## src/wpge_pkg.sv

```systemverilog
// Shared constants, types and command codes of the widest-path graph engine.
package wpge_pkg;
    localparam int NODES      = 1024;
    localparam int EDGES      = 4096;
    localparam int NODE_W     = $clog2(NODES);
    localparam int CAP_W      = 15;
    localparam int NC_W       = 11;
    localparam int EADDR_W    = $clog2(EDGES);
    localparam int ELNK_W     = $clog2(EDGES + 1);
    localparam int HEAP_DEPTH = EDGES + 1;
    localparam int HADDR_W    = $clog2(HEAP_DEPTH);
    localparam int HFILL_W    = $clog2(HEAP_DEPTH + 1);

    localparam logic [CAP_W-1:0] NO_LIMIT = CAP_W'(30001);
    localparam logic [NC_W-1:0]  NC_RESET = NC_W'(1024);

    localparam logic [1:0] CMD_CLEAR = 2'd0;
    localparam logic [1:0] CMD_ADD   = 2'd1;
    localparam logic [1:0] CMD_QUERY = 2'd2;
    localparam logic [1:0] CMD_NOP   = 2'd3;

    localparam int OP_W = 5;
    localparam logic [OP_W-1:0] OP_NONE      = 5'd0;
    localparam logic [OP_W-1:0] OP_LOAD      = 5'd1;
    localparam logic [OP_W-1:0] OP_SWEEP     = 5'd2;
    localparam logic [OP_W-1:0] OP_VSWEEP    = 5'd3;
    localparam logic [OP_W-1:0] OP_ADD_RD    = 5'd4;
    localparam logic [OP_W-1:0] OP_ADD_WR    = 5'd5;
    localparam logic [OP_W-1:0] OP_QCHK      = 5'd6;
    localparam logic [OP_W-1:0] OP_PUSH_SRC  = 5'd7;
    localparam logic [OP_W-1:0] OP_PUSH_EDGE = 5'd8;
    localparam logic [OP_W-1:0] OP_UP        = 5'd9;
    localparam logic [OP_W-1:0] OP_UP2       = 5'd10;
    localparam logic [OP_W-1:0] OP_POP       = 5'd11;
    localparam logic [OP_W-1:0] OP_POP1      = 5'd12;
    localparam logic [OP_W-1:0] OP_POP2      = 5'd13;
    localparam logic [OP_W-1:0] OP_DN        = 5'd14;
    localparam logic [OP_W-1:0] OP_DN1       = 5'd15;
    localparam logic [OP_W-1:0] OP_DN2       = 5'd16;
    localparam logic [OP_W-1:0] OP_VIS       = 5'd17;
    localparam logic [OP_W-1:0] OP_VIS1      = 5'd18;
    localparam logic [OP_W-1:0] OP_HEAD      = 5'd19;
    localparam logic [OP_W-1:0] OP_EDGE      = 5'd20;
    localparam logic [OP_W-1:0] OP_EDGE1     = 5'd21;
    localparam logic [OP_W-1:0] OP_MISS      = 5'd22;
    localparam logic [OP_W-1:0] OP_OUT       = 5'd23;

    typedef struct packed {
        logic [NODE_W-1:0] node;
        logic [CAP_W-1:0]  cap;
    } t_hent;

    typedef struct packed {
        logic [NODE_W-1:0] dst;
        logic [CAP_W-1:0]  cap;
        logic [ELNK_W-1:0] nxt;
    } t_edge;

    typedef struct packed {
        logic [OP_W-1:0] op;
    } t_ctl;

    typedef struct packed {
        logic sweep_last;
        logic add_full;
        logic q_done;
        logic fill_zero;
        logic heap_full;
        logic up_root;
        logic up_stop;
        logic dn_leaf;
        logic dn_move;
        logic vis_hit;
        logic pop_dst;
        logic edge_end;
        logic to_ok;
    } t_stat;
endpackage

```

## src/wpge_ctrl.sv

```systemverilog
// Controller state machine: sequences clear, add and query operations.
module wpge_ctrl (
    input  logic             i_clk,
    input  logic             i_rst_n,
    input  logic             i_in_valid,
    input  logic [1:0]       i_cmd,
    output logic             o_in_ready,
    input  logic             i_out_ready,
    output logic             o_out_valid,
    input  wpge_pkg::t_stat  i_stat,
    output wpge_pkg::t_ctl   o_ctl
);
    import wpge_pkg::*;

    localparam logic [4:0] S_INIT  = 5'd0;
    localparam logic [4:0] S_IDLE  = 5'd1;
    localparam logic [4:0] S_CLR   = 5'd2;
    localparam logic [4:0] S_ADD   = 5'd3;
    localparam logic [4:0] S_ADD2  = 5'd4;
    localparam logic [4:0] S_QCHK  = 5'd5;
    localparam logic [4:0] S_VCLR  = 5'd6;
    localparam logic [4:0] S_QPUSH = 5'd7;
    localparam logic [4:0] S_UP    = 5'd8;
    localparam logic [4:0] S_UP2   = 5'd9;
    localparam logic [4:0] S_POP   = 5'd10;
    localparam logic [4:0] S_POP1  = 5'd11;
    localparam logic [4:0] S_POP2  = 5'd12;
    localparam logic [4:0] S_DN    = 5'd13;
    localparam logic [4:0] S_DN1   = 5'd14;
    localparam logic [4:0] S_DN2   = 5'd15;
    localparam logic [4:0] S_VIS   = 5'd16;
    localparam logic [4:0] S_VIS1  = 5'd17;
    localparam logic [4:0] S_HEAD  = 5'd18;
    localparam logic [4:0] S_EDGE  = 5'd19;
    localparam logic [4:0] S_EDGE1 = 5'd20;
    localparam logic [4:0] S_EDGE2 = 5'd21;
    localparam logic [4:0] S_DONE  = 5'd22;

    logic [4:0] r_state, n_state;
    logic       r_ret_pop, n_ret_pop;
    logic       r_ovalid, n_ovalid;
    logic [4:0] w_ret;

    assign o_in_ready  = (r_state == S_IDLE);
    assign o_out_valid = r_ovalid;
    assign w_ret       = r_ret_pop ? S_POP : S_EDGE;

    always_comb begin
        n_state   = r_state;
        n_ret_pop = r_ret_pop;
        n_ovalid  = (r_ovalid && i_out_ready) ? 1'b0 : r_ovalid;
        o_ctl.op  = OP_NONE;
        case (r_state)
            S_INIT, S_CLR: begin
                o_ctl.op = OP_SWEEP;
                if (i_stat.sweep_last) n_state = S_IDLE;
            end
            S_IDLE: begin
                if (i_in_valid) begin
                    o_ctl.op = OP_LOAD;
                    case (i_cmd)
                        CMD_CLEAR: n_state = S_CLR;
                        CMD_ADD:   n_state = S_ADD;
                        CMD_QUERY: n_state = S_QCHK;
                        default:   n_state = S_IDLE;
                    endcase
                end
            end
            S_ADD: begin
                o_ctl.op = OP_ADD_RD;
                n_state  = i_stat.add_full ? S_IDLE : S_ADD2;
            end
            S_ADD2: begin
                o_ctl.op = OP_ADD_WR;
                n_state  = S_IDLE;
            end
            S_QCHK: begin
                o_ctl.op = OP_QCHK;
                n_state  = i_stat.q_done ? S_DONE : S_VCLR;
            end
            S_VCLR: begin
                o_ctl.op = OP_VSWEEP;
                if (i_stat.sweep_last) n_state = S_QPUSH;
            end
            S_QPUSH: begin
                o_ctl.op  = OP_PUSH_SRC;
                n_ret_pop = 1'b1;
                n_state   = S_UP;
            end
            S_UP: begin
                o_ctl.op = OP_UP;
                n_state  = i_stat.up_root ? w_ret : S_UP2;
            end
            S_UP2: begin
                o_ctl.op = OP_UP2;
                n_state  = i_stat.up_stop ? w_ret : S_UP;
            end
            S_POP: begin
                if (i_stat.fill_zero) begin
                    o_ctl.op = OP_MISS;
                    n_state  = S_DONE;
                end else begin
                    o_ctl.op = OP_POP;
                    n_state  = S_POP1;
                end
            end
            S_POP1: begin
                o_ctl.op = OP_POP1;
                n_state  = S_POP2;
            end
            S_POP2: begin
                o_ctl.op = OP_POP2;
                n_state  = S_DN;
            end
            S_DN: begin
                o_ctl.op = OP_DN;
                n_state  = i_stat.dn_leaf ? S_VIS : S_DN1;
            end
            S_DN1: begin
                o_ctl.op = OP_DN1;
                n_state  = S_DN2;
            end
            S_DN2: begin
                o_ctl.op = OP_DN2;
                n_state  = i_stat.dn_move ? S_DN : S_VIS;
            end
            S_VIS: begin
                o_ctl.op = OP_VIS;
                n_state  = S_VIS1;
            end
            S_VIS1: begin
                o_ctl.op = OP_VIS1;
                if (i_stat.vis_hit)      n_state = S_POP;
                else if (i_stat.pop_dst) n_state = S_DONE;
                else                     n_state = S_HEAD;
            end
            S_HEAD: begin
                o_ctl.op = OP_HEAD;
                n_state  = S_EDGE;
            end
            S_EDGE: begin
                o_ctl.op = OP_EDGE;
                n_state  = i_stat.edge_end ? S_POP : S_EDGE1;
            end
            S_EDGE1: begin
                o_ctl.op = OP_EDGE1;
                n_state  = i_stat.to_ok ? S_EDGE2 : S_EDGE;
            end
            S_EDGE2: begin
                if (!i_stat.vis_hit && !i_stat.heap_full) begin
                    o_ctl.op  = OP_PUSH_EDGE;
                    n_ret_pop = 1'b0;
                    n_state   = S_UP;
                end else begin
                    n_state = S_EDGE;
                end
            end
            S_DONE: begin
                if (!r_ovalid || i_out_ready) begin
                    o_ctl.op = OP_OUT;
                    n_ovalid = 1'b1;
                    n_state  = S_IDLE;
                end
            end
            default: n_state = S_INIT;
        endcase
    end

    always_ff @(posedge i_clk) begin
        if (!i_rst_n) begin
            r_state   <= S_INIT;
            r_ret_pop <= 1'b0;
            r_ovalid  <= 1'b0;
        end else begin
            r_state   <= n_state;
            r_ret_pop <= n_ret_pop;
            r_ovalid  <= n_ovalid;
        end
    end
endmodule

```

## config.mk

```make
export PLATFORM = sky130hd
export DESIGN_NAME = wpge_ctrl
export DESIGN_NICKNAME = d
export VERILOG_FILES = /design/src/wpge_pkg.sv /design/src/wpge_ctrl.sv
export SDC_FILE = /design/constraint.sdc
export NUM_CORES = 1
export LEC_CHECK = 0
export ABC_AREA = 1
export ABC_CLOCK_PERIOD_IN_PS = 1550
export BUFFER_PORTS_ARGS = -buffer_cell sky130_fd_sc_hd__buf_2
export CORE_UTILIZATION = 46
export CTS_BUF_LIST = sky130_fd_sc_hd__clkbuf_4 sky130_fd_sc_hd__clkbuf_8 sky130_fd_sc_hd__clkbuf_16
export CTS_CLUSTER_SIZE = 20
export DETAILED_ROUTE_END_ITERATION = 10
export GPL_TIMING_DRIVEN = 1
export PLACE_DENSITY = 0.78
export SYNTH_ARGS = -nofsm -noshare
export SYNTH_HDL_FRONTEND = slang
export SYNTH_SLANG_ARGS = --single-unit
```

## constraint.sdc

```tcl
create_clock -name i_clk -period 1.55 [get_ports i_clk]
set_input_delay 0.0775 -clock i_clk [delete_from_list [all_inputs] [get_ports i_clk]]
set_output_delay 0.0775 -clock i_clk [all_outputs]
set_load 0.02 [all_outputs]
```

==> results.md <==
* Post-synthesis sequential area ratio at 14.05%
* Startpoint types: flop
* CP max FO at 4
* Post-synthesis cell type count at 25
* Site Rows at 16
* CTS tree: done
* GRT Total Usage at around a third
* Slew @ Worst Pin at approximately 280 ps
* Min setup slack post-route at -149.7 ps
* Remaining Overflow, GRT at 0
* DR WL/cell at 15.13 um
* Final WL at between 3000 and 4000 um
* Buffers on Ports at 25
* Tot Pwr at around 800 uW
* Number of nets with antenna violations after routing at 0
* Synth warn at 0
* Most common cell after layout, fill and taps aside: nand2_1
* Most frequent cells in the layout: nand2_1 (44), nor2_1 (27), nand3_1 (22)
* Slew Limit Fails at 0
* Clk buf depth at 2
* Largest net degree at the start of global routing at 7
* Non-filler cells in the finished layout at roughly 260
* Syn_nets at 209
* # clock sinks at 7
* Outcome: finished, violations left
* WHS Path Cells at 3
* Worst EP arrival at 1620 ps
* Die area at 2358 um2
* HP Class: primary input to flop
* Reg-to-reg startpoint: r_state[4]
* Final setup fails at 6
* Final setup TNS at -527.7 ps
* Share of layout cells above drive strength 1 at about two fifths
* Avg Vias per Cell at 5.681
* Antenna cell count at 0
* Syn_area_per_cell at 5.248 um2
* Placed cells at between 200 and 250
* Final net count at 256
* TritonCTS buffer count at 3
* Leakage at 0.7796 nW
* Hold-fix buffers at CTS at 0
* Die W at 48.56 um
* Reg clk slew, reported paths at 60 ps
* Reg area at 156.4 um2
* Total number of vias at 1,494
* Setup Skew at 4.129 ps
* Skew-Pair Late Insertion Delay at around 260 ps
* Remaining DRCs at 0
* Max cap viols at 0
* Violated checks: negative setup slack
* Fillers at 176
* Detail Placement HPWL at 2836 um
* Antenna violations before repair at 0
* Unrepaired setup endpoints after global routing: true
* CP required at 1470 ps
* Fin. Hold Viols at 0
* Multi-input logic area at 810.8 um2
* Crit Path Class: flop to output port
* Slew HR at between 80% and 90%
* Hold Crit Start: i_rst_n
* WHS at 27.35 ps
* First-pass GRT wire length at 6182 um
* FMAX at 588.4 MHz
* Peak VDD IR at 644.2 uV
* CP startpoint: r_state[0]
* Initial Utilization at 49.81%
* Power Density at 556.3 nW/um2
* FF+latch count, synth at 7
* Gpl congestion at between 0.9 and 1
* Io pins at 26
* Clock root buffer: clkbuf_4
* Core area at 2002 um2
* Worst Setup End Kind: output port
* Min Tclk post-route at 1700 ps
* Vias in the first global route at 1,393
* Syn Inst Count at 190
* Mapped cell area at 997.2 um2
* Part of the cycle the worst path needs at 109.7%
* Drt pass-1 iters at 5
* Pre-CTS WS at -57.75 ps
* Die height at 48.56 um
* H-tree depth at 1
* P&R area growth vs syn at 45.92%
* R2R cell count at 10
* Drt initial violations at 125
==> per-stage QoR <==
stage / instance area (um2) / util, %
after global routing: 1455 / 72.69
after global placement: 1211 / 60.50
final: 1455 / 72.69
after detailed placement: 1211 / 60.50
after CTS: 1395 / 69.69
after floorplan: 997.2 / -
==> power breakdown <==
| part | total (mW) | internal, mW | switching, mW |
|---|---|---|---|
| sequential | 0.207 | 0.187 | 0.0202 |
| combinational | 0.402 | 0.172 | 0.230 |
| clock | 0.200 | 0.117 | 0.0828 |
==> final timing paths <==
check,to,slack [ps]
max,o_ctl[0],-150
min,r_state[3],30
max reg2reg,r_state[2],-60
min reg2reg,r_ret_pop,550
==> cells in the mapped netlist, drive strengths merged <==
library cell	count	area share, %
nand4	6	3.8
and2	1	0.63
nand3b	1	0.75
a21oi	6	3.0
dfxtp	7	14
or3	1	0.63
nor2	42	21
o21ai	10	5.4
nand3	25	13
nor3b	1	0.75
inv	28	11
buf	3	2.0
a21boi	1	0.75
o211a	1	1.0
nand2	54	21
nor3	1	0.50
o211ai	2	1.5
==> layer usage <==
layer / GRT usage, % / vias to the layer above / routed length (um)
met5: 0 / - / 0
met4: 15.69 / 0 / 187
met3: 5.975 / 25 / 447
met2: 58.69 / 117 / 1848
met1: 42.64 / 645 / 1496
li1: - / 707 / -
==> worst max-delay path: stages, from the launching register on <==
cell	delay, ps
dfxtp_4	400
buf_12	120
nor2_4	30
nand2_2	80
nor2_4	50
inv_2	80
o211ai_1	110
or3_4	340
buf_6	140
==> area by class of cell <==
class / instances / share of cell area, %
repair buffers: 45 / 21.75
well taps: 27 / 2.322
inverters: 28 / 7.395
clock buffers: 4 / 2.064
multi-input cells: 152 / 55.72
flip-flops and latches: 7 / 10.75
==> what timing repair did <==
action | 4_1_cts | 5_1_grt
setup buffers | 9 | 2
resized for setup | 33 | 12
cloned | 0 | 0
hold endpoints to repair | 0 | 0
setup endpoints to repair | 6 | 9
pin swaps | 3 | 6
==> cell families (layout without fill, tap and decap cells) <==
family,after synthesis,count (layout),synth area share (%)
flip-flops,7,7,14.05
buffers and inverters,31,77,12.55
AND/OR/NAND/NOR,132,132,61.73
AO/OA/AOI/OAI,20,20,11.67
==> registers in the layout, indices dropped and copies added, names as in the netlist <==
name	flops
r_ret_pop	1
r_state	5
o_out_valid	1
Power figures use the tool's default switching activity.
